<file path="config.mk">
export PLATFORM = sky130hd
export DESIGN_NAME = lsh_ram
export DESIGN_NICKNAME = d
export VERILOG_FILES = /design/src/rtl/core/lsh_ram.sv
export SDC_FILE = /design/constraint.sdc
export NUM_CORES = 1
export LEC_CHECK = 0
export ABC_AREA = 1
export CAP_MARGIN = 15
export CORE_MARGIN = 2
export CORE_UTILIZATION = 26
export CTS_BUF_LIST = sky130_fd_sc_hd__clkbuf_16
export DETAILED_ROUTE_END_ITERATION = 6
export DONT_BUFFER_PORTS = 1
export SYNTH_ARGS = -nofsm -noshare
export SYNTH_HDL_FRONTEND = slang
export SYNTH_SLANG_ARGS = --single-unit
export TNS_END_PERCENT = 100
</file>
<file path="constraint.sdc">
create_clock -name clk_i -period 1 [get_ports clk_i]
set_input_delay 0.15 -clock clk_i [delete_from_list [all_inputs] [get_ports clk_i]]
set_output_delay 0.15 -clock clk_i [all_outputs]
set_load 0.05 [all_outputs]
</file>
<file path="src/rtl/core/lsh_ram.sv">
// Generic simple dual-port RAM: one write port, one registered read port.
`default_nettype none

module lsh_ram #(
  parameter int unsigned Width = 8,
  parameter int unsigned Depth = 16
) (
  input  logic                     clk_i,
  input  logic                     we_i,
  input  logic [$clog2(Depth)-1:0] waddr_i,
  input  logic [Width-1:0]         wdata_i,
  input  logic                     re_i,
  input  logic [$clog2(Depth)-1:0] raddr_i,
  output logic [Width-1:0]         rdata_o
);

  logic [Width-1:0] mem_q [Depth];
  logic [Width-1:0] rdata_q;

  always_ff @(posedge clk_i) begin
    if (we_i) begin
      mem_q[waddr_i] <= wdata_i;
    end
  end

  // Hold the read data until the next read.
  always_ff @(posedge clk_i) begin
    if (re_i) begin
      rdata_q <= mem_q[raddr_i];
    end
  end

  assign rdata_o = rdata_q;

endmodule

`default_nettype wire

</file>
---- Word level (Yosys, flattened, before mapping) ----
Memory sizes are Yosys's and may differ from the RTL's. A register that Yosys moved wholly into a read port is not among the register bits.
Cells that the tools add are included.
cells by class
  mux-type cells .......................... 2
operators by type and width
  kind     count
  $mux W1  2
storage, ports and cells
  bits in writable memories ............... 128
  logic and storage cells ................. 3
  memories kept ........................... 1
  register bits ........................... 0
memories
  memory  depth  bits a word  rd ports  clocked after memory_dff  write ports  line  text
  mem_q   16     8            1         1                         1            17    logic [Width-1:0] mem_q [Depth];

---- Longest topological paths before layout ----
  depth in word-level cells ............... 2
  gate-level depth with buffers ........... 8
  mapped depth without buffers ............ 7

---- Worst setup path after synthesis ----
OpenSTA, ideal clock, no wires.
  path kind ............................... input -> register
  from .................................... input port waddr_i[3]
  to ...................................... memory mem_q[4][0] (enable)
  stages .................................. 2
  arrival ................................. 0.731 ns
  slack ................................... -0.101 ns
  buffers on the path ..................... 0
  cells stage by stage .................... nand3b_1 -> nor2_1
RTL lines
  element             line  text
  start: declaration  10    input logic [$clog2(Depth)-1:0] waddr_i,
  end: declaration    17
No word-level cell before the write port.

---- Final worst setup path ----
  from .................................... register rdata_q[2] (netlist: rdata_o[2]) (read register of mem_q)
  to ...................................... output port rdata_o[2]
RTL lines
  element             line  text
  start: declaration  18    logic [Width-1:0] rdata_q;
  end: declaration    14    output logic [Width-1:0] rdata_o
No word-level cell between the ends.

==> flow_summary.ini <==
[setup_path]
cp_num_buf_inv = 1
worst_setup_path_start_kind = register
reg2reg_setup_slack_ns = -0.08
crit_path_max_incr_delay_ns = 0.47
critPathMaxFanout = 1
reg2reg_depth = 6
cp-end-kind = primary output
worstReg2RegEnd = rdata_o[1]
crit_cells = 1
cp_top_family = flip-flops
reg2reg_from = mem_q[4][1]
critPathKind = register to primary output
arrival_ns = 1.08
cp_slowest_cell = edfxtp_1
worstPathRequired_ns = 0.85
path_cells = buf_6

[sta]
slew_headroom_pct = 43.32
tightest_slew_ns = 0.8502
slew_viol_final = 0
finClkSkew_ns = 0.005870
post-route-period-util_pct = 123.4
hold_viol = 0
fin_setup_tns_ns = -1.794
finalCriticalPeriod_ns = 1.234
setup_slack_ns = -0.2340
rsz0062_at_grt = true
fmax_mhz = 810.4
setup_viol = 16

[routing]
drt_drc_violations_left = 0
antenna_left = 0
avgRoutedWirePerCell_um = 16.25
drtPass1Iterations = 5
vias = 3938
routed_wl_um = 14380
first_iter_violations = 378
vias_per_cell = 4.450

[clock_tree]
numCtsBuffers = 17
clock-root-buffer = clkbuf_16
clk_pin_slew_worst_paths_ns = 0.06
clock_latency_ns = 0.42
clock_path_buffers = 2
htree_levels = 4
postCtsSetupRepairBufs = 0
clock-sinks = 136
cts_tree = built

[outcome]
outcome = finished with violations
violations = negative setup slack

[cells_and_area]
nNetsFinal = 611
diodes = 0
finalCoreUtilization_pct = 33.28
final_layout_size_suffix_gt1_share_pct = 20.99
syn_to_final_growth_pct = 24.97

[die]
initial_utilization_pct = 26.63
io_pins = 27
rows = 54
dieHeight_um = 154.0
dieWidth_um = 154.0
core_um2 = 21960
design.die.area_um2 = 23700

[yosys]
syn_area_um2 = 5847
avgSynthCellArea_um2 = 10.61
syn-num-nets = 570
yosys_warnings = 0
synth-seq-cells = 136
netlist_instances = 551
yosys.cell_types.count = 11
ys_seq_area_share_pct = 69.85

[placement]
hpwl_um = 8905
numPortBuffers = 0
routabilityCongestion = 0.8092

[global_routing]
antenna_found_initial = 1
grt_pass1_vias = 3867
grt-ovfl-total = 0
grt_max_degree = 66
grt_usage_pct = 12.57
grt_pass1_wl_um = 22080

[flow_run]
maxCapViolCount = 0

[worst_hold_path]
hp-start = raddr_i[2]
hp-class = primary input to register
holdPathStages = 3
hold_end = rdata_o[6]

[pwr]
leakage_uw = 0.003129
cellPowerDensity_nw_per_um2 = 1721
ir_worst_vdd_mv = 1.300
[synthesized netlist by cell type]
library cell | number | area (µm²)
buf_2 | 13 | 65.06
buf_1 | 1 | 3.750
nand3b_1 | 2 | 15.01
inv_1 | 100 | 375.4
nand2_1 | 173 | 649.4
inv_2 | 2 | 7.510
nand3_1 | 97 | 485.5
buf_6 | 6 | 67.56
edfxtp_1 | 136 | 4084
nor2_1 | 17 | 63.81
buf_4 | 4 | 30.03
[worst max-delay path by stage]
stage | startpoint | endpoint | slack, ns
floorplan | waddr_i[2] | mem_q[10][0] | -0.10
global placement | raddr_i[0] | rdata_o[0] | -0.19
detailed placement | raddr_i[0] | rdata_o[0] | -0.21
CTS | rdata_o[2] | rdata_o[2] | -0.22
global route | rdata_o[2] | rdata_o[2] | -0.25
finish | rdata_o[2] | rdata_o[2] | -0.23
[power by group]
| group | switching, µW | leakage [µW] | total [µW] | internal, µW |
|---|---|---|---|---|
| clock | 2130 | 0.000274 | 5160 | 3030 |
| sequential | 50.0 | 0.00124 | 6480 | 6430 |
| combinational | 612 | 0.00162 | 939 | 326 |
| total | 2790 | 0.00313 | 12600 | 9790 |
[layer usage]
metal	global-route usage [%]	vias up	wire (µm)
li1	-	1860	-
met1	16.71	1938	6479
met2	19.45	113	6631
met3	3.523	25	982
met4	4.984	2	279
met5	0	-	11
[cell type report]
class | count | area [µm²]
repair buffers | 46 | 508.0
clock buffers | 17 | 425.4
multi-input cells | 289 | 1496
well taps | 280 | 350.3
fillers | 2159 | 14650
flip-flops and latches | 136 | 4084
clock inverters | 15 | 60.06
inverters | 102 | 382.9
[flip-flops by register name, summed over array words and instances (netlist names)]
name     flops
rdata_o      8
mem_q      128
[cell usage in the layout (no fill, tap or decap), drive strengths merged]
master and n:
edfxtp 136, dlymetal6s4s 8, dlygate4sd3 2, nand3 97
nand3b 2, clkinv 6, nor2 17, clkbuf 17
buf 36, inv 111, nand2 173
[stage by stage]
step	setup slack, ns	std cells	area (µm²)	hold slack [ns]	power [µW]
6_report	-0.2340	885	7307	0.02618	12580
5_1_grt	-0.2462	885	7307	0.02580	12950
4_1_cts	-0.2208	885	7187	0.01124	12610
3_5_place_dp	-0.2083	843	6404	0.2504	7282
3_3_place_gp	-0.1873	843	6404	0.2507	7275
2_1_floorplan	-0.1008	551	5862	0.2489	7122
[kinds of logic after synthesis]
kind of cell	Yosys count	share of synthesized area [%]
and+or+nand+nor	289	20.76
DFF	136	69.85
buffers and inverters	126	9.394
[what timing repair did]
action | CTS | global route
gates resized for setup | 44 | 34
pin swaps | 26 | 22
setup endpoints to repair | 16 | 144
hold buffers | 10 | 0
hold endpoints to repair | 144 | 0
Power figures use the tool's default switching activity.
