## src/rtl/core/lsh_pkg.sv

```systemverilog
// Shared types, constants and arithmetic for the 3x3 Laplacian sharpening filter.
`default_nettype none

package lsh_pkg;

  // Largest frame width the line store is sized for.
  localparam int unsigned MAX_WIDTH = 2048;

  // Geometry register reset values.
  localparam logic [11:0] FRAME_WIDTH_RST  = 12'd640;
  localparam logic [11:0] FRAME_HEIGHT_RST = 12'd480;

  // Smallest legal frame dimension.
  localparam logic [11:0] MIN_DIM = 12'd3;

  // Register indexes, selected by address bit 2.
  localparam logic REG_IDX_WIDTH  = 1'b0;
  localparam logic REG_IDX_HEIGHT = 1'b1;

  typedef struct packed {
    logic [7:0] pix_ch0;
    logic [7:0] pix_ch1;
    logic [7:0] pix_ch2;
  } pix_t;

  localparam int unsigned PIX_W = $bits(pix_t);

  typedef struct packed {
    logic [7:0]  sharp_ch0;
    logic [7:0]  sharp_ch1;
    logic [7:0]  sharp_ch2;
    logic [11:0] out_row;
    logic [10:0] out_col;
    logic        frame_done;
  } sharp_t;

  // Position data that travels alongside a pixel through the pipeline.
  typedef struct packed {
    logic        emit;
    logic [11:0] out_row;
    logic [10:0] out_col;
    logic        frame_done;
  } meta_t;

  // 5*center minus the four direct neighbors, clamped to a byte.
  function automatic logic [7:0] sharpen_px(input logic [7:0] ctr, input logic [7:0] lft,
                                            input logic [7:0] rgt, input logic [7:0] abv,
                                            input logic [7:0] blw);
    logic signed [11:0] acc;
    acc = 12'sd5 * $signed({4'b0000, ctr})
        - $signed({4'b0000, lft}) - $signed({4'b0000, rgt})
        - $signed({4'b0000, abv}) - $signed({4'b0000, blw});
    if (acc < 12'sd0) begin
      return 8'd0;
    end else if (acc > 12'sd255) begin
      return 8'd255;
    end else begin
      return acc[7:0];
    end
  endfunction

endpackage

`default_nettype wire

```

## src/rtl/core/lsh_kernel.sv

```systemverilog
// Sharpening window: the five taps of the 3x3 neighborhood and the per-channel kernel.
`default_nettype none

module lsh_kernel (
  input  logic          clk_i,
  input  logic          shift_i,
  input  lsh_pkg::pix_t abv_i,
  input  lsh_pkg::pix_t mid_i,
  input  lsh_pkg::pix_t blw_i,
  output lsh_pkg::pix_t sharp_o
);

  // Only the taps that the kernel reads, and the stages that feed them, are kept: top row
  // columns 1..2, middle row columns 0..2, bottom row columns 1..2.
  lsh_pkg::pix_t top_q [2];
  lsh_pkg::pix_t mid_q [3];
  lsh_pkg::pix_t bot_q [2];

  always_ff @(posedge clk_i) begin
    if (shift_i) begin
      top_q[0] <= top_q[1];
      top_q[1] <= abv_i;
      mid_q[0] <= mid_q[1];
      mid_q[1] <= mid_q[2];
      mid_q[2] <= mid_i;
      bot_q[0] <= bot_q[1];
      bot_q[1] <= blw_i;
    end
  end

  assign sharp_o.pix_ch0 = lsh_pkg::sharpen_px(mid_q[1].pix_ch0, mid_q[0].pix_ch0,
                                               mid_q[2].pix_ch0, top_q[0].pix_ch0,
                                               bot_q[0].pix_ch0);
  assign sharp_o.pix_ch1 = lsh_pkg::sharpen_px(mid_q[1].pix_ch1, mid_q[0].pix_ch1,
                                               mid_q[2].pix_ch1, top_q[0].pix_ch1,
                                               bot_q[0].pix_ch1);
  assign sharp_o.pix_ch2 = lsh_pkg::sharpen_px(mid_q[1].pix_ch2, mid_q[0].pix_ch2,
                                               mid_q[2].pix_ch2, top_q[0].pix_ch2,
                                               bot_q[0].pix_ch2);

endmodule

`default_nettype wire

```

## config.mk

```make
export PLATFORM = sky130hd
export DESIGN_NAME = lsh_kernel
export DESIGN_NICKNAME = d
export VERILOG_FILES = /design/src/rtl/core/lsh_pkg.sv /design/src/rtl/core/lsh_kernel.sv
export SDC_FILE = /design/constraint.sdc
export NUM_CORES = 1
export LEC_CHECK = 0
export BUFFER_PORTS_ARGS = -buffer_cell sky130_fd_sc_hd__buf_2
export CAP_MARGIN = 20
export CORE_UTILIZATION = 55
export DETAILED_ROUTE_END_ITERATION = 12
export GPL_TIMING_DRIVEN = 0
export PLACE_DENSITY = 0.72
export RECOVER_POWER = 100
export SLEW_MARGIN = 30
export SYNTH_ARGS = -nofsm -noshare
export SYNTH_HDL_FRONTEND = slang
export SYNTH_SLANG_ARGS = --single-unit
```

## constraint.sdc

```tcl
create_clock -name clk_i -period 4.85 [get_ports clk_i]
set_input_delay 0.2425 -clock clk_i [delete_from_list [all_inputs] [get_ports clk_i]]
set_output_delay 0.2425 -clock clk_i [all_outputs]
set_load 0.005 [all_outputs]
```

# Word level (Yosys, flattened, before mapping)
# Memories as Yosys holds them, arrays and structs flattened.
# Index checks and enable logic that the tools add are counted.
# Widths: inputs -> output; s select.
dict set report totals {
  n_memories 3
  out_inout_bits 24
  ramBits 168
  reg_bits 0
  inputBits 74
}
dict set report op_classes {
  muxes 8
  add_sub_neg 12
  order_cmp 6
  multipliers 3
}
# memory words width read_ports rd_ports_with_merged_regs wr line_no
set mem_list {}
lappend mem_list {mid_q 3 24 3 0 3 lsh_kernel.sv:16} ;# lsh_pkg::pix_t mid_q [3];
lappend mem_list {bot_q 2 24 2 0 2 lsh_kernel.sv:17} ;# lsh_pkg::pix_t bot_q [2];
lappend mem_list {top_q 2 24 2 0 2 lsh_kernel.sv:15} ;# lsh_pkg::pix_t top_q [2];
# op n
set ops {}
lappend ops {{$sub 12x9->12} 9}
lappend ops {{$mux 8} 6}
lappend ops {{$gt 12x9->1 const B} 3}
lappend ops {{$lt 12x1->1 const B} 3}
lappend ops {{$sub 11x8->12} 3}
lappend ops {{$mul 3x8->11 const A} 3}
lappend ops {{$mux 1} 2}

# Longest topological paths before layout
dict set report depth {
  ltp_word 8
  depth_mapped 18
  mapped_depth_nobuf 18
}

# Worst setup path before layout
# No wires, ideal clock.
dict set report synth_path {
  kind {reg2out}
  start {mem mid_q[0][17] (netlist name)}
  end {out sharp_o[16] (netlist name)}
  slack_ns 0.461
  t_arrival_ns 4.147
  path_stages_with_launch 18
  required_time_ns 4.608
  cell_sequence {edfxtp_1 inv_1 fa_1 inv_1 fa_1 inv_1 ha_1 inv_1 fa_1 inv_1 ha_1 fa_1 a211oi_1 o211ai_1 a31o_2 a21oi_1 xor2_1 a21oi_1}
}
# item line_no
set synth_rtl {}
lappend synth_rtl {{start: declaration} lsh_kernel.sv:16}
lappend synth_rtl {{end: declaration} lsh_kernel.sv:10} ;# output lsh_pkg::pix_t sharp_o

==> flow_summary.toml <==
[sta]
fmax_mhz = 204
fin_crit_ps = 4900
slew_headroom = -2.19
setup_viol = 10
tightest_slew_ps = 4780
hold_violations = 0
fin_crit_sh = 1.01
fin_ws_ps = -46.7
setup-tns-final_ps = -299
rsz0062_at_grt = "true"
slew_violations = 89
skew_ps = 10.3

[clocking]
clockRootBuffer = "clkbuf_16"
clkSinkCount = 168
insertion_delay_ps = 420
cts_tree = "built"
cts_buffers = 17
clkTransAtPathRegs_ps = 70
cts_max_path_buffers = 2
ctsHtreeMaxLevel = 4

[placement]
port_buffers = 97
hpwl_mm = 10.6
gp_congestion = 0.877

[global_routing]
grt_overflow = 0
grtUsageTotal = 0.188
grt_pass1_vias = 5972
grt_pass1_wl_mm = 26.4
antenna_found_initial = 0
grt_max_degree = 90

[critical_path]
cp-end-kind = "output pin"
start_kind = "register"
cp.required_ps = 4610
path_max_fanout = 8
crit_arrival_ps = 4650
crit_type = "reg2out"

[logic_synthesis]
synth_nets = 968
ys_seq_area_frac = 0.519
syn_inst = 735
async_reset_ff_frac = 0
synthesis.area_um2 = 9720
syn_area_per_cell_um2 = 13.2
synth_edf_count = 168
yosysWarnings = 0
ys.flop_type = "edfxtp_1"
synth_seq_cells = 168
yosysUniqueCellTypes = 42

[floorplan]
die_h_um = 135
start_util = 0.562
die_w_um = 135
io_pins = 98
dieArea_um2 = 18200
core_um2 = 17300
rows = 48

[hold_path]
hold_path.class = "in2reg"

[detailed_routing]
drt-total-wl_mm = 15.9
vias = 5626
drc = 0
ant_nets = 0
vias_per_cell = 4.80
firstDrtPassIters = 4
post_drt_wl_per_cell_um = 13.6
first_iter_violations = 188

[power_and_ir_drop]
cellLeakagePower_nw = 5.51
ir_worst_vdd_v = 0.000606
seq_power_share = 0.220
power.internal_w = 0.00489
clkPwrFrac = 0.156
p_switching_w = 0.00316
p_per_area_nw_per_um2 = 657
swShare = 0.392
p_total_w = 0.00804
power_frac_comb = 0.623

[cells_and_area]
antenna_cells = 0
nets = 1168
layout_commonest_cell = "inv_1"
most-common-layout-cells = "224 x inv_1, 168 x edfxtp_1, 87 x fa_1"
area_growth_pct = 25.9
drive_above_1_share = 0.252

[outcome]
run_status = "finished with violations"
violations = "capacitance limit, slew limit, setup timing"

[job]
maxCapViolations = 1
[metrics by stage]
| stage | hold slack, ps | util | area (µm²) | std cells | setup slack, ps |
|---|---|---|---|---|---|
| final | 44.7 | 0.708 | 12200 | 1173 | -46.7 |
| after global routing | 36.5 | 0.708 | 12200 | 1173 | -217 |
| after CTS | 2.09 | 0.695 | 12000 | 1163 | -156 |
| after detailed placement | 405 | 0.609 | 10500 | 1058 | -5.05 |
| after global placement | 401 | 0.606 | 10500 | 1057 | 112 |
| after floorplan | 341 | - | 9720 | 735 | 461 |
[final timing paths]
check	cells past startpoint	slack, ps	from	endpoint
setup / recovery	16	-50	mid_q[0][15]$_DFFE_PP_	sharp_o[8]
hold / removal	1	40	mid_i[11]	mid_q[0][59]$_DFFE_PP_
setup reg to reg	0	4060	mid_q[0][40]$_DFFE_PP_	mid_q[0][16]$_DFFE_PP_
hold reg to reg	0	420	bot_q[0][29]$_DFFE_PP_	bot_q[0][5]$_DFFE_PP_
[power groups by stage]
stage | sequential [W] | clock, W | combinational [W]
after floorplan | 0.00178 | 0 | 0.00286
after detailed placement | 0.00180 | 0 | 0.00369
final | 0.00177 | 0.00126 | 0.00501
after global placement | 0.00180 | 0 | 0.00355
after global routing | 0.00178 | 0.00134 | 0.00555
after CTS | 0.00177 | 0.00128 | 0.00444
[critical path: stages (launching register included)]
cell and delay (ps):
edfxtp_1 340, inv_2 40, fa_1 550, inv_2 40, fa_1 510, inv_2 40
fa_1 510, inv_2 40, fa_1 530, inv_2 50, ha_4 170, a21o_4 210
o311a_4 360, buf_4 150, o311a_4 440, a21oi_2 150, buf_2 120
[synth_stat cells (2+ instances only)]
master	number	area, µm²
a211oi_1	6	45.0
a21o_1	4	30.0
a21o_2	2	17.5
a21oi_1	29	145
a21oi_2	9	78.8
edfxtp_1	168	5040
fa_1	90	1800
ha_1	69	863
inv_1	258	968
mux2i_1	2	20.0
nand2_1	9	33.8
nand2b_1	6	37.5
nor2_1	8	30.0
nor3_1	2	10.0
o211ai_1	8	60.1
o21a_1	10	75.1
o21ai_0	7	35.0
o21ai_1	2	10.0
o22ai_1	2	12.5
xnor2_1	10	87.6
xor2_1	13	114
[state kept, by name, summed over array words and instances (netlist names)]
name,flops
mid_q,72
bot_q,48
top_q,48
[layer usage]
metal	vias to the layer above	wire, µm	global-route usage
met5	-	0	0
met2	82	8780	0.345
li1	2741	-	-
met4	0	213	0.0680
met3	14	354	0.0379
met1	2789	6570	0.217
[cell families (layout without fill, tap and decap cells)]
family,Yosys count,count (layout),synth area share
AO/OA/AOI/OAI,90,90,0.0645
XOR/XNOR,23,23,0.0207
adder cells (fa/ha/maj),159,159,0.274
buffers and inverters,258,471,0.0996
flip-flops,168,168,0.519
multiplexers,3,3,0.00322
AND/OR/NAND/NOR,34,34,0.0189
[cell type report]
class / instances / area, µm²
clock inverters: 14 / 124
clock buffers: 18 / 429
multi-input cells: 309 / 4110
fillers: 1196 / 5050
repair buffers: 181 / 1290
flip-flops and latches: 168 / 5040
well taps: 225 / 282
inverters: 258 / 968
[timing repair]
action                                 in CTS  in global routing
resized for setup                          50                 50
pin swaps                                  52                 46
setup buffers                              14                  9
hold buffers                               59                  1
endpoints found under the hold margin      59                  1
setup endpoints to repair                  24                 24
No activity file was read; power rests on OpenSTA's default activity.
