File: src/rtl/core/lsh_pkg.sv
// Shared types, constants and arithmetic for the 3x3 Laplacian sharpening filter.
`default_nettype none

package lsh_pkg;

  // Largest frame width the line store is sized for.
  localparam int unsigned MAX_WIDTH = 2048;

  // Geometry register reset values.
  localparam logic [11:0] FRAME_WIDTH_RST  = 12'd640;
  localparam logic [11:0] FRAME_HEIGHT_RST = 12'd480;

  // Smallest legal frame dimension.
  localparam logic [11:0] MIN_DIM = 12'd3;

  // Register indexes, selected by address bit 2.
  localparam logic REG_IDX_WIDTH  = 1'b0;
  localparam logic REG_IDX_HEIGHT = 1'b1;

  typedef struct packed {
    logic [7:0] pix_ch0;
    logic [7:0] pix_ch1;
    logic [7:0] pix_ch2;
  } pix_t;

  localparam int unsigned PIX_W = $bits(pix_t);

  typedef struct packed {
    logic [7:0]  sharp_ch0;
    logic [7:0]  sharp_ch1;
    logic [7:0]  sharp_ch2;
    logic [11:0] out_row;
    logic [10:0] out_col;
    logic        frame_done;
  } sharp_t;

  // Position data that travels alongside a pixel through the pipeline.
  typedef struct packed {
    logic        emit;
    logic [11:0] out_row;
    logic [10:0] out_col;
    logic        frame_done;
  } meta_t;

  // 5*center minus the four direct neighbors, clamped to a byte.
  function automatic logic [7:0] sharpen_px(input logic [7:0] ctr, input logic [7:0] lft,
                                            input logic [7:0] rgt, input logic [7:0] abv,
                                            input logic [7:0] blw);
    logic signed [11:0] acc;
    acc = 12'sd5 * $signed({4'b0000, ctr})
        - $signed({4'b0000, lft}) - $signed({4'b0000, rgt})
        - $signed({4'b0000, abv}) - $signed({4'b0000, blw});
    if (acc < 12'sd0) begin
      return 8'd0;
    end else if (acc > 12'sd255) begin
      return 8'd255;
    end else begin
      return acc[7:0];
    end
  endfunction

endpackage

`default_nettype wire

File: src/rtl/core/lsh_regs.sv
// APB geometry registers and the effective last column and last row derived from them.
`default_nettype none

module lsh_regs #(
  parameter int unsigned MaxWidth = lsh_pkg::MAX_WIDTH
) (
  input  logic                        clk_i,
  input  logic                        rst_ni,
  input  logic                        psel,
  input  logic                        penable,
  input  logic                        pwrite,
  input  logic [2:2]                  paddr,
  input  logic [31:0]                 pwdata,
  output logic [31:0]                 prdata,
  output logic                        pready,
  output logic                        restart_o,
  output logic [$clog2(MaxWidth)-1:0] col_last_o,
  output logic [11:0]                 row_last_o
);

  localparam int unsigned ColW = $clog2(MaxWidth);

  logic [11:0] width_q, width_d;
  logic [11:0] height_q, height_d;
  logic        wr_en;
  logic [ColW:0] eff_width;
  logic [11:0]   eff_height;

  assign pready = 1'b1;
  assign wr_en  = psel & penable & pwrite;

  always_comb begin
    width_d  = width_q;
    height_d = height_q;
    if (wr_en) begin
      unique case (paddr[2])
        lsh_pkg::REG_IDX_WIDTH:  width_d  = pwdata[11:0];
        lsh_pkg::REG_IDX_HEIGHT: height_d = pwdata[11:0];
        default: ;
      endcase
    end
  end

  always_ff @(posedge clk_i or negedge rst_ni) begin
    if (!rst_ni) begin
      width_q  <= lsh_pkg::FRAME_WIDTH_RST;
      height_q <= lsh_pkg::FRAME_HEIGHT_RST;
    end else begin
      width_q  <= width_d;
      height_q <= height_d;
    end
  end

  always_comb begin
    unique case (paddr[2])
      lsh_pkg::REG_IDX_WIDTH:  prdata = {20'd0, width_q};
      lsh_pkg::REG_IDX_HEIGHT: prdata = {20'd0, height_q};
      default:                 prdata = 32'd0;
    endcase
  end

  // Any geometry write restarts the frame at row 0, column 0.
  assign restart_o = wr_en;

  // Clamp the width to 3..MaxWidth and the height to at least 3.
  always_comb begin
    if (width_q < lsh_pkg::MIN_DIM) begin
      eff_width = (ColW + 1)'(3);
    end else if (32'(width_q) > 32'(MaxWidth)) begin
      eff_width = (ColW + 1)'(MaxWidth);
    end else begin
      eff_width = (ColW + 1)'(width_q);
    end
    eff_height = (height_q < lsh_pkg::MIN_DIM) ? lsh_pkg::MIN_DIM : height_q;
  end

  assign col_last_o = ColW'(eff_width - (ColW + 1)'(1));
  assign row_last_o = eff_height - 12'd1;

endmodule

`default_nettype wire

File: config.mk
export PLATFORM = sky130hd
export DESIGN_NAME = lsh_regs
export DESIGN_NICKNAME = d
export VERILOG_FILES = /design/src/rtl/core/lsh_pkg.sv /design/src/rtl/core/lsh_regs.sv
export SDC_FILE = /design/constraint.sdc
export NUM_CORES = 1
export LEC_CHECK = 0
export ABC_AREA = 1
export BUFFER_PORTS_ARGS = -buffer_cell sky130_fd_sc_hd__buf_2
export CORE_AREA = 2 2 59 117
export CTS_CLUSTER_SIZE = 28
export DETAILED_ROUTE_END_ITERATION = 10
export DIE_AREA = 0 0 61 119
export PLACE_DENSITY = 0.68
export SLEW_MARGIN = 30
export SYNTH_ARGS = -nofsm -noshare
export SYNTH_HDL_FRONTEND = slang
export SYNTH_SLANG_ARGS = --single-unit
File: constraint.sdc
create_clock -name clk_i -period 1.8 [get_ports clk_i]
set_input_delay 0.27 -clock clk_i [delete_from_list [all_inputs] [get_ports clk_i]]
set_output_delay 0.27 -clock clk_i [all_outputs]
set_load 0.02 [all_outputs]
# ---- After elaboration in Yosys (flattened, before gate mapping)
# Index checks and enable logic that the tools add are counted.
# W data, S select, Z words.
dict set report op_classes {
  add_sub_neg 2
  magnitude_cmp 3
  n_mux 4
  bitwise_logic 3
  n_reduce_logical 2
}
# op count
set op_table {}
lappend op_table {{$pmux W32 S2} 1}
lappend op_table {{$lt A12 B2 Y1 const B} 2}
lappend op_table {{$mux W11} 2}
lappend op_table {{$gt A12 B12 Y1 const B} 1}
lappend op_table {{$mux W12} 1}
lappend op_table {{$sub A12 B1 Y12 const B} 1}
lappend op_table {{$sub A11 B1 Y11 const B} 1}
lappend op_table {{$reduce_and A2 Y1} 2}
lappend op_table {{$and A1 B1 Y1} 2}
lappend op_table {{$not A1 Y1} 1}
dict set report totals {
  register_bits 24
  inputBits 38
  out_inout_bits 57
}

# ---- Logic depth before layout (Yosys ltp)
# Gate-level depths: netlist (run 1).
dict set report depth {
  depth_word 4
  ltp_mapped 13
  ltp_nobuf 12
}

# ---- Worst setup path after synthesis (run 1)
# No wires, ideal clock.
dict set report synth_path {
  kind {reg2out}
  start {register height_q[6]}
  end {output port row_last_o[10]}
  arrival_ps 2104
  setup_slack_ps -574
  path_stages_with_launch 12
  path_buffers 0
  path_cell_list {dfstp_2 nor2_1 nand2_1 nor2_1 nand2_1 inv_1 nor2_1 ha_1 nand2_1 nor2_1 nand4_1 xor2_1}
}
dict set report synth_between {
  elab_chain_cells 3
}
# item line_no
set synth_lines {}
lappend synth_lines {{start, declared} lsh_regs.sv:24} ;# logic [11:0] height_q, height_d;
lappend synth_lines {{start signal, assigned} lsh_regs.sv:47} ;# height_q <= lsh_pkg::FRAME_HEIGHT_RST;
lappend synth_lines {{start signal, assigned} lsh_regs.sv:50} ;# height_q <= height_d;
lappend synth_lines {{$lt A12 B2 Y1} lsh_regs.sv:74} ;# eff_height = (height_q < lsh_pkg::MIN_DIM) ? lsh_pkg::MIN_DIM : height_q;
lappend synth_lines {{$mux W12 (*)} lsh_regs.sv:74}
lappend synth_lines {{$sub A12 B1 Y12 (*)} lsh_regs.sv:78} ;# assign row_last_o = eff_height - 12'd1;
lappend synth_lines {{end, declared} lsh_regs.sv:18} ;# output logic [11:0] row_last_o
# Mark *: on every way between the ends. The rest lies on a longest branch, timed or not.

# ---- Worst setup path after layout (run 1)
dict set report layout_path {
  start {register width_q[7]}
  end {output port col_last_o[6]}
}
dict set report layout_between {
  elab_chain_cells 4
  word_cells_on_any_way 5
  cone_classes {1 x add/sub; 2 x order compare; 2 x mux}
}
# item line_no
set layout_lines {}
lappend layout_lines {{start, declared} lsh_regs.sv:23} ;# logic [11:0] width_q, width_d;
lappend layout_lines {{start signal, assigned} lsh_regs.sv:46} ;# width_q <= lsh_pkg::FRAME_WIDTH_RST;
lappend layout_lines {{start signal, assigned} lsh_regs.sv:49} ;# width_q <= width_d;
lappend layout_lines {{$gt A12 B12 Y1} lsh_regs.sv:69} ;# end else if (32'(width_q) > 32'(MaxWidth)) begin
lappend layout_lines {{$mux W11} lsh_regs.sv:69}
lappend layout_lines {{$mux W11 (*)} lsh_regs.sv:67} ;# if (width_q < lsh_pkg::MIN_DIM) begin
lappend layout_lines {{$sub A11 B1 Y11 (*)} lsh_regs.sv:77} ;# assign col_last_o = ColW'(eff_width - (ColW + 1)'(1));
lappend layout_lines {{end, declared} lsh_regs.sv:17} ;# output logic [$clog2(MaxWidth)-1:0] col_last_o,
# Marks and branches as above.

==> results of run 1 <==
Yosys cell counts, drive strengths merged (2+ instances only):
cell type / instances / area (um2)
inv: 35 / 131
o21bai: 2 / 15.0
nor2: 25 / 109
o21ai: 38 / 198
dfrtp: 18 / 450
nand2: 80 / 328
nand4: 2 / 18.8
buf: 22 / 173
conb: 2 / 7.51
a21oi: 2 / 13.8
xnor2: 4 / 35.0
nand3: 13 / 75.1
clkbuf: 6 / 22.5
ha: 2 / 25.0
dfstp: 6 / 158
xor2: 8 / 70.1
worst reg2reg max path: stages, from the launching register on:
cell and delay [ps]:
dfstp_2 530, buf_4 100, buf_4 130, nand2_1 50, o21ai_0 100
layer usage:
metal / up-vias / wire [um] / global-route usage
met5: - / 0 / 0
met4: 0 / 84 / 0.0340
li1: 1013 / - / -
met3: 9 / 225 / 0.0250
met2: 57 / 3170 / 0.274
met1: 941 / 2260 / 0.199
power groups by stage:
| stage | clock (uW) | sequential [uW] | combinational, uW |
|---|---|---|---|
| 5_1_grt | 678 | 740 | 2930 |
| 2_1_floorplan | 0 | 781 | 1250 |
| 6_report | 637 | 729 | 2740 |
| 3_3_place_gp | 0 | 723 | 2020 |
| 4_1_cts | 642 | 720 | 2520 |
| 3_5_place_dp | 0 | 726 | 2040 |
area by class of cell:
cell class	count	share of cell area
Timing Repair Buffer	116	0.284
Clock inverter	1	0.00921
Tap cell	88	0.0338
Multi-Input combinational cell	201	0.420
Inverter	36	0.0434
Clock buffer	3	0.0230
Sequential cell	24	0.186
cells by family (layout without fill, tap and decap cells):
kind of cell | Yosys count | in the layout | share of synthesized area
AND/OR/NAND/NOR | 123 | 123 | 0.296
buffers and inverters | 64 | 156 | 0.178
AO/OA/AOI/OAI | 43 | 43 | 0.126
flip-flops | 24 | 24 | 0.327
XOR/XNOR | 12 | 12 | 0.0565
adder cells (fa/ha/maj) | 2 | 2 | 0.0134
other | 2 | 21 | 0.00404
registers in the layout, indices dropped and copies added (netlist names):
signal / cells
height_q: 12
width_q: 12
through the flow:
stage	power, uW	util	setup slack, ps	std cells
global placement	2740	0.407	-321	449
detailed placement	2770	0.407	-375	449
CTS	3890	0.477	-491	463
finish	4100	0.504	-478	469
floorplan	2030	-	-300	289
global route	4350	0.504	-600	469
final timing paths:
| path | start | endpoint | slack (ps) | cells past startpoint |
|---|---|---|---|---|
| min in group clk_i | pwdata[6] | height_q[6] | 260 | 3 |
| max reg2reg | height_q[8] | height_q[8] | 800 | 4 |
| max | width_q[7] | col_last_o[6] | -480 | 12 |
| max in group asynchronous | rst_ni | width_q[7] | 1440 | 1 |
| min | rst_ni | height_q[11] | -10 | 1 |
| min reg2reg | width_q[10] | width_q[10] | 500 | 2 |
repair_timing:
action / 4_1_cts / 5_1_grt
buffers inserted: 12 / 8
endpoints found under the setup margin: 21 / 23
pin swaps: 28 / 21
resized for setup: 71 / 34
==> reports/metrics.csv, run 1 <==
metric,value,unit
core area,0.00646,mm2
Clk network pwr share,0.155,
area occupied by registers,608,um2
final worst slack,-478,ps
Antenna diodes,0,
Synth cell types,32,
post-detail-place hpwl,4.15,mm
total negative setup slack,-7780,ps
first-pass GRT wire length,8.78,mm
crit path DAT,2010,ps
GPL Wtd Cong,0.854,
minimum clock period,2280,ps
CTS Hold Bufs,0,
Fillers,626,
share of the yosys chip area belonging to registers,0.327,
gr usage total,0.158,
TritonRoute pass-1 iters,4,
crit end category,primary output,
port bufs,53,
Post-DRT Antenna Nets,0,
fin crit share,1.27,
Comb pwr share,0.667,
Mapped Area,0.00186,mm2
drt drc,0,
largest net degree at the start of global routing,25,
status,"complete, but fails checks",
Syn-to-layout area delta,75.3,%
routed via count,2020,
Async SR Flop Fraction,1.00,
Multi-input gate area,0.00137,mm2
initial antenna violation count,0,
Worst Hold Class,input port to asynchronous set/reset pin,
"most common cell after layout, fill and taps aside",nand2_1,
Worst Max-Slew Pin Slew,650,ps
Initial Utilization,0.288,
critical path type,register to primary output,
"Slowest-stage cell, CP",dfstp_2,
layout cells sized above 1,0.522,
fin. max-slew vios,0,
clock sink total,24,
failing checks,"hold timing, setup timing",
Max Cap Viol,0,
Lkg Pwr,0.00169,uW
number of synthesized flops with an enable pin,0,
Crit Path Max Fanout,3,
# H-tree levels,1,
internal cell power,2400,uW
sequential power share,0.178,
Yosys warnings,0,
Max clock buf depth,2,
Setup Skew,0,ps
DR iter-0 viols,69,
CP top delay family,flip-flops,
final hold violation count,18,
CTS Root Buffer Type,clkbuf_16,
crit path cell chain,nor2_2 -> nand2_2 -> nor2_4 -> nand2_4 -> nand2_4 -> a22oi_2 -> ha_4 -> inv_4 -> nor2_4 -> buf_12 -> xnor2_4 -> buf_6,
slew margin rel.,0.565,
Sw Share,0.415,
Worst EP required,1530,ps
die footprint,0.00726,mm2
worst path buffer plus inverter count,3,
most frequent cells in the layout,"nand2_1, buf_4, o21ai_0",
nets@finish,422,
Mapped Avg Cell Area,6.89,um2
Most used DFF post-synth,dfrtp_1,
post-synthesis sequential element count,24,
P_sw,1700,uW
final setup vio count,22,
Total Wirelength,5.74,mm
io pins,95,
grt total ovfl,0,
fmax,0.439,GHz
cell area after layout,0.00326,mm2
peak supply drop,0.712,mV
Num CTS Buffers,3,
hold slack,-10.5,ps
Die Wd,61,um
RSZ-0062 raised after global routing,yes,
Vias/cell,4.31,
worst skew pair latency,260,ps
Rows,42,
CP Launch Type,register,
vias in the first global route,1954,
Slowest Stage Delay on Critical Path,540,ps
Worst-path clk slew,60,ps
Pwr per Cell Area,1260,mW/mm2
Post-Syn Instances,270,
TritonCTS clock tree,done,
Placed Area,0.00263,mm2
chip height,119,um
DR WL/cell,12.2,um
Note: power is estimated with default switching activity, not from simulation.
==> run 2: changes to the inputs <==
- ABC_AREA: 1 -> default
- CORE_AREA: 2 2 59 117 -> 2 2 58 115
- DIE_AREA: 0 0 61 119 -> 0 0 60 117
- PLACE_DENSITY: 0.68 -> 0.69
==> run 2 against run 1 <==
Compared with the run above:
- sequential cell count stayed put
- wire length shrank 14%
- the flow finishes with violations (setup timing)
- largest cell class unchanged
- global-route usage fell by 0.98 points
- combinational power down 14%
- final cell count shrank 22%
==> reports/metrics.csv, run 2 <==
metric,value,unit,change
status,"complete, but fails checks",,
failing checks,setup timing,,
Synth cell types,41,,+28%
gr usage total,0.148,,-0.00982
Lkg Pwr,0.00136,uW,-20%
Placed Area,0.00264,mm2,+0.43%
Vias/cell,4.54,,+5.3%
"area leader, netlist",dfrtp_1,,
Yosys warnings,0,,unchanged
Syn-to-layout area delta,69.7,%,
grt total ovfl,0,,unchanged
sequential power share,0.216,,+0.038
crit path DAT,2150,ps,+140 ps
nets@finish,319,,-24%
Async SR Flop Fraction,1.00,,unchanged
GPL Wtd Cong,0.831,,-2.7%
biggest regs,"height_q: 12 flops, width_q: 12 flops",,
"Slowest-stage cell, CP",or4_4,,
most frequent cells in the layout,"buf_4, mux2_2, buf_2",,
most frequent cell after synthesis,mux2_2,,
hold slack,1.99,ps,+12.5 ps
total negative setup slack,-8940,ps,-1170 ps
share of the yosys chip area belonging to registers,0.339,,+0.0126
Reg2Reg Depth,3,,-1
RSZ-0062 raised after global routing,yes,,
TritonRoute pass-1 iters,4,,unchanged
fmax,0.414,GHz,-5.8%
worst skew pair latency,250,ps,about the same
DR iter-0 viols,47,,-32%
cell area after layout,0.00304,mm2,-6.8%
P_sw,1450,uW,-15%
final setup vio count,23,,+4.5%
# H-tree levels,1,,unchanged
Antenna diodes,0,,unchanged
largest net degree at the start of global routing,25,,unchanged
Worst EP required,1530,ps,about the same
top post-synthesis cells by area,"dfrtp_1, mux2_2, buf_4, dfstp_2, nor2_1",,
Sw Share,0.401,,-0.0148
post-detail-place hpwl,3.77,mm,-9.1%
Die Wd,60,um,-1.6%
slew margin rel.,0.629,,+0.0638
vias in the first global route,1726,,-12%
Post-synth top cells,"mux2_2, buf_4, dfrtp_1",,
Rows,41,,-2.4%
chip height,117,um,-1.7%
initial antenna violation count,0,,unchanged
CP Launch Type,register,,
peak supply drop,0.603,mV,-15%
Most used DFF post-synth,dfrtp_1,,
Worst Max-Slew Pin Slew,556,ps,-94.1 ps
port bufs,53,,unchanged
Num CTS Buffers,3,,unchanged
io pins,95,,unchanged
Max clock buf depth,2,,unchanged
DR WL/cell,13.5,um,+11%
Total Wirelength,4.93,mm,-14%
clock sink total,24,,unchanged
Worst-path clk slew,60,ps,about the same
crit end category,primary output,,
minimum clock period,2420,ps,+140 ps
number of synthesized flops with an enable pin,0,,unchanged
fin. max-slew vios,0,,unchanged
crit path launch,height_q[3],,
Power Total,3610,uW,-12%
post-synthesis sequential element count,24,,unchanged
Clk network pwr share,0.134,,-0.021
core area,0.00621,mm2,-4.0%
TritonCTS clock tree,done,,
Comb pwr share,0.650,,-0.017
share of the synthesized area in the top cell type,0.251,,+0.00930
Max Cap Viol,0,,unchanged
FF-to-FF setup slack,740,ps,-60 ps
Mapped Area,0.00179,mm2,-3.7%
layout cells sized above 1,0.723,,+0.201
Worst Hold Class,input port to asynchronous set/reset pin,,
routed via count,1651,,-18%
drt drc,0,,unchanged
internal cell power,2160,uW,-9.9%
first-pass GRT wire length,8.09,mm,-7.9%
Setup Skew,0,ps,unchanged
CTS Hold Bufs,0,,unchanged
Post-DRT Antenna Nets,0,,unchanged
Slowest Stage Delay on Critical Path,560,ps,+20 ps
crit path cell chain,or4_4 -> nor3_4 -> nor2_2 -> ha_4 -> inv_4 -> or3_4 -> xnor2_4 -> buf_6,,
final hold violation count,0,,-18
die footprint,0.00702,mm2,-3.3%
worst reg2reg startpoint,width_q[1],,
Post-Syn Instances,183,,-32%
CTS Root Buffer Type,clkbuf_16,,
fin crit share,1.34,,+0.0777
Fillers,564,,-9.9%
Mapped Avg Cell Area,9.79,um2,+42%
critical path type,register to primary output,,
Initial Utilization,0.289,,+0.000808
final worst slack,-618,ps,-140 ps
Crit Path Max Fanout,4,,+1
post-layout util,0.490,,-0.0146
Pwr per Cell Area,1190,mW/mm2,-5.7%
"most common cell after layout, fill and taps aside",buf_4,,
==> run 2: changes by cell type after synthesis, sizes merged, moves of 4 or more <==
cell / previous run / this run
inv: 35 / 3
nand3: 13 / 4
nand2: 80 / 9
nor3: 0 / 9
mux2: 0 / 37
o21ai: 38 / 6
nor2: 25 / 14
nand2b: 0 / 4
xor2: 8 / 2
==> run 2: path summary, 6_finish.rpt <==
path                                       to
worst max-delay path            row_last_o[4]
worst min-delay path              height_q[4]
worst max register to register     width_q[1]
worst min register to register   height_q[11]
max in group asynchronous          width_q[6]
min in group clk_i                height_q[1]
==> run 2: timing repair <==
item	CTS	global route
resized for setup	64	12
setup endpoints to repair	23	23
buffers inserted	5	5
pin swaps	8	15
==> run 2: critical path, delay by kind of cell (launching register included) <==
family	cells	cell delay, ps
buffers and inverters	2	200
DFF	1	380
adders and majority gates	1	200
xor gates and xnor gates	1	110
and+or+nand+nor	4	1010
==> run 2: logic make-up after synthesis <==
kind of cell    count (synthesis)  share of synthesized area
compound gates                 20                     0.0761
xor+xnor                        8                     0.0391
fa+ha+maj                       2                     0.0140
buf+inv                        32                      0.115
flops                          24                      0.339
mux                            38                      0.238
other cells                     2                    0.00419
simple gates                   57                      0.175
==> run 2: per-stage QoR <==
| step | cells | setup slack [ps] |
|---|---|---|
| global route | 364 | -692 |
| detailed placement | 354 | -426 |
| finish | 364 | -618 |
| floorplan | 202 | -499 |
| CTS | 363 | -616 |
| global placement | 354 | -355 |
==> run 2: routing by layer <==
layer	GRT usage	routed length [um]	part of all wire
met5	0	0	0
met4	0.0222	34	0.0069
met3	0.0286	236	0.048
met1	0.180	1880	0.38
met2	0.269	2770	0.56
==> run 2: area by class of cell <==
cell class                      instances  area (um2)  area share
Timing Repair Buffer                  101         778       0.256
Multi-Input combinational cell        146        1450       0.477
Clock buffer                            4        78.8      0.0259
Sequential cell                        24         611       0.201
Tap cell                               86         108      0.0354
Inverter                                3        16.3     0.00535
==> run 2: power groups by stage <==
stage                     clock network, uW  logic (uW)  registers (uW)
after floorplan                           0        1240             851
after global placement                    0        1940             779
after detailed placement                  0        1960             782
after CTS                               494        2300             775
after global routing                    518        2500             794
final                                   484        2350             778
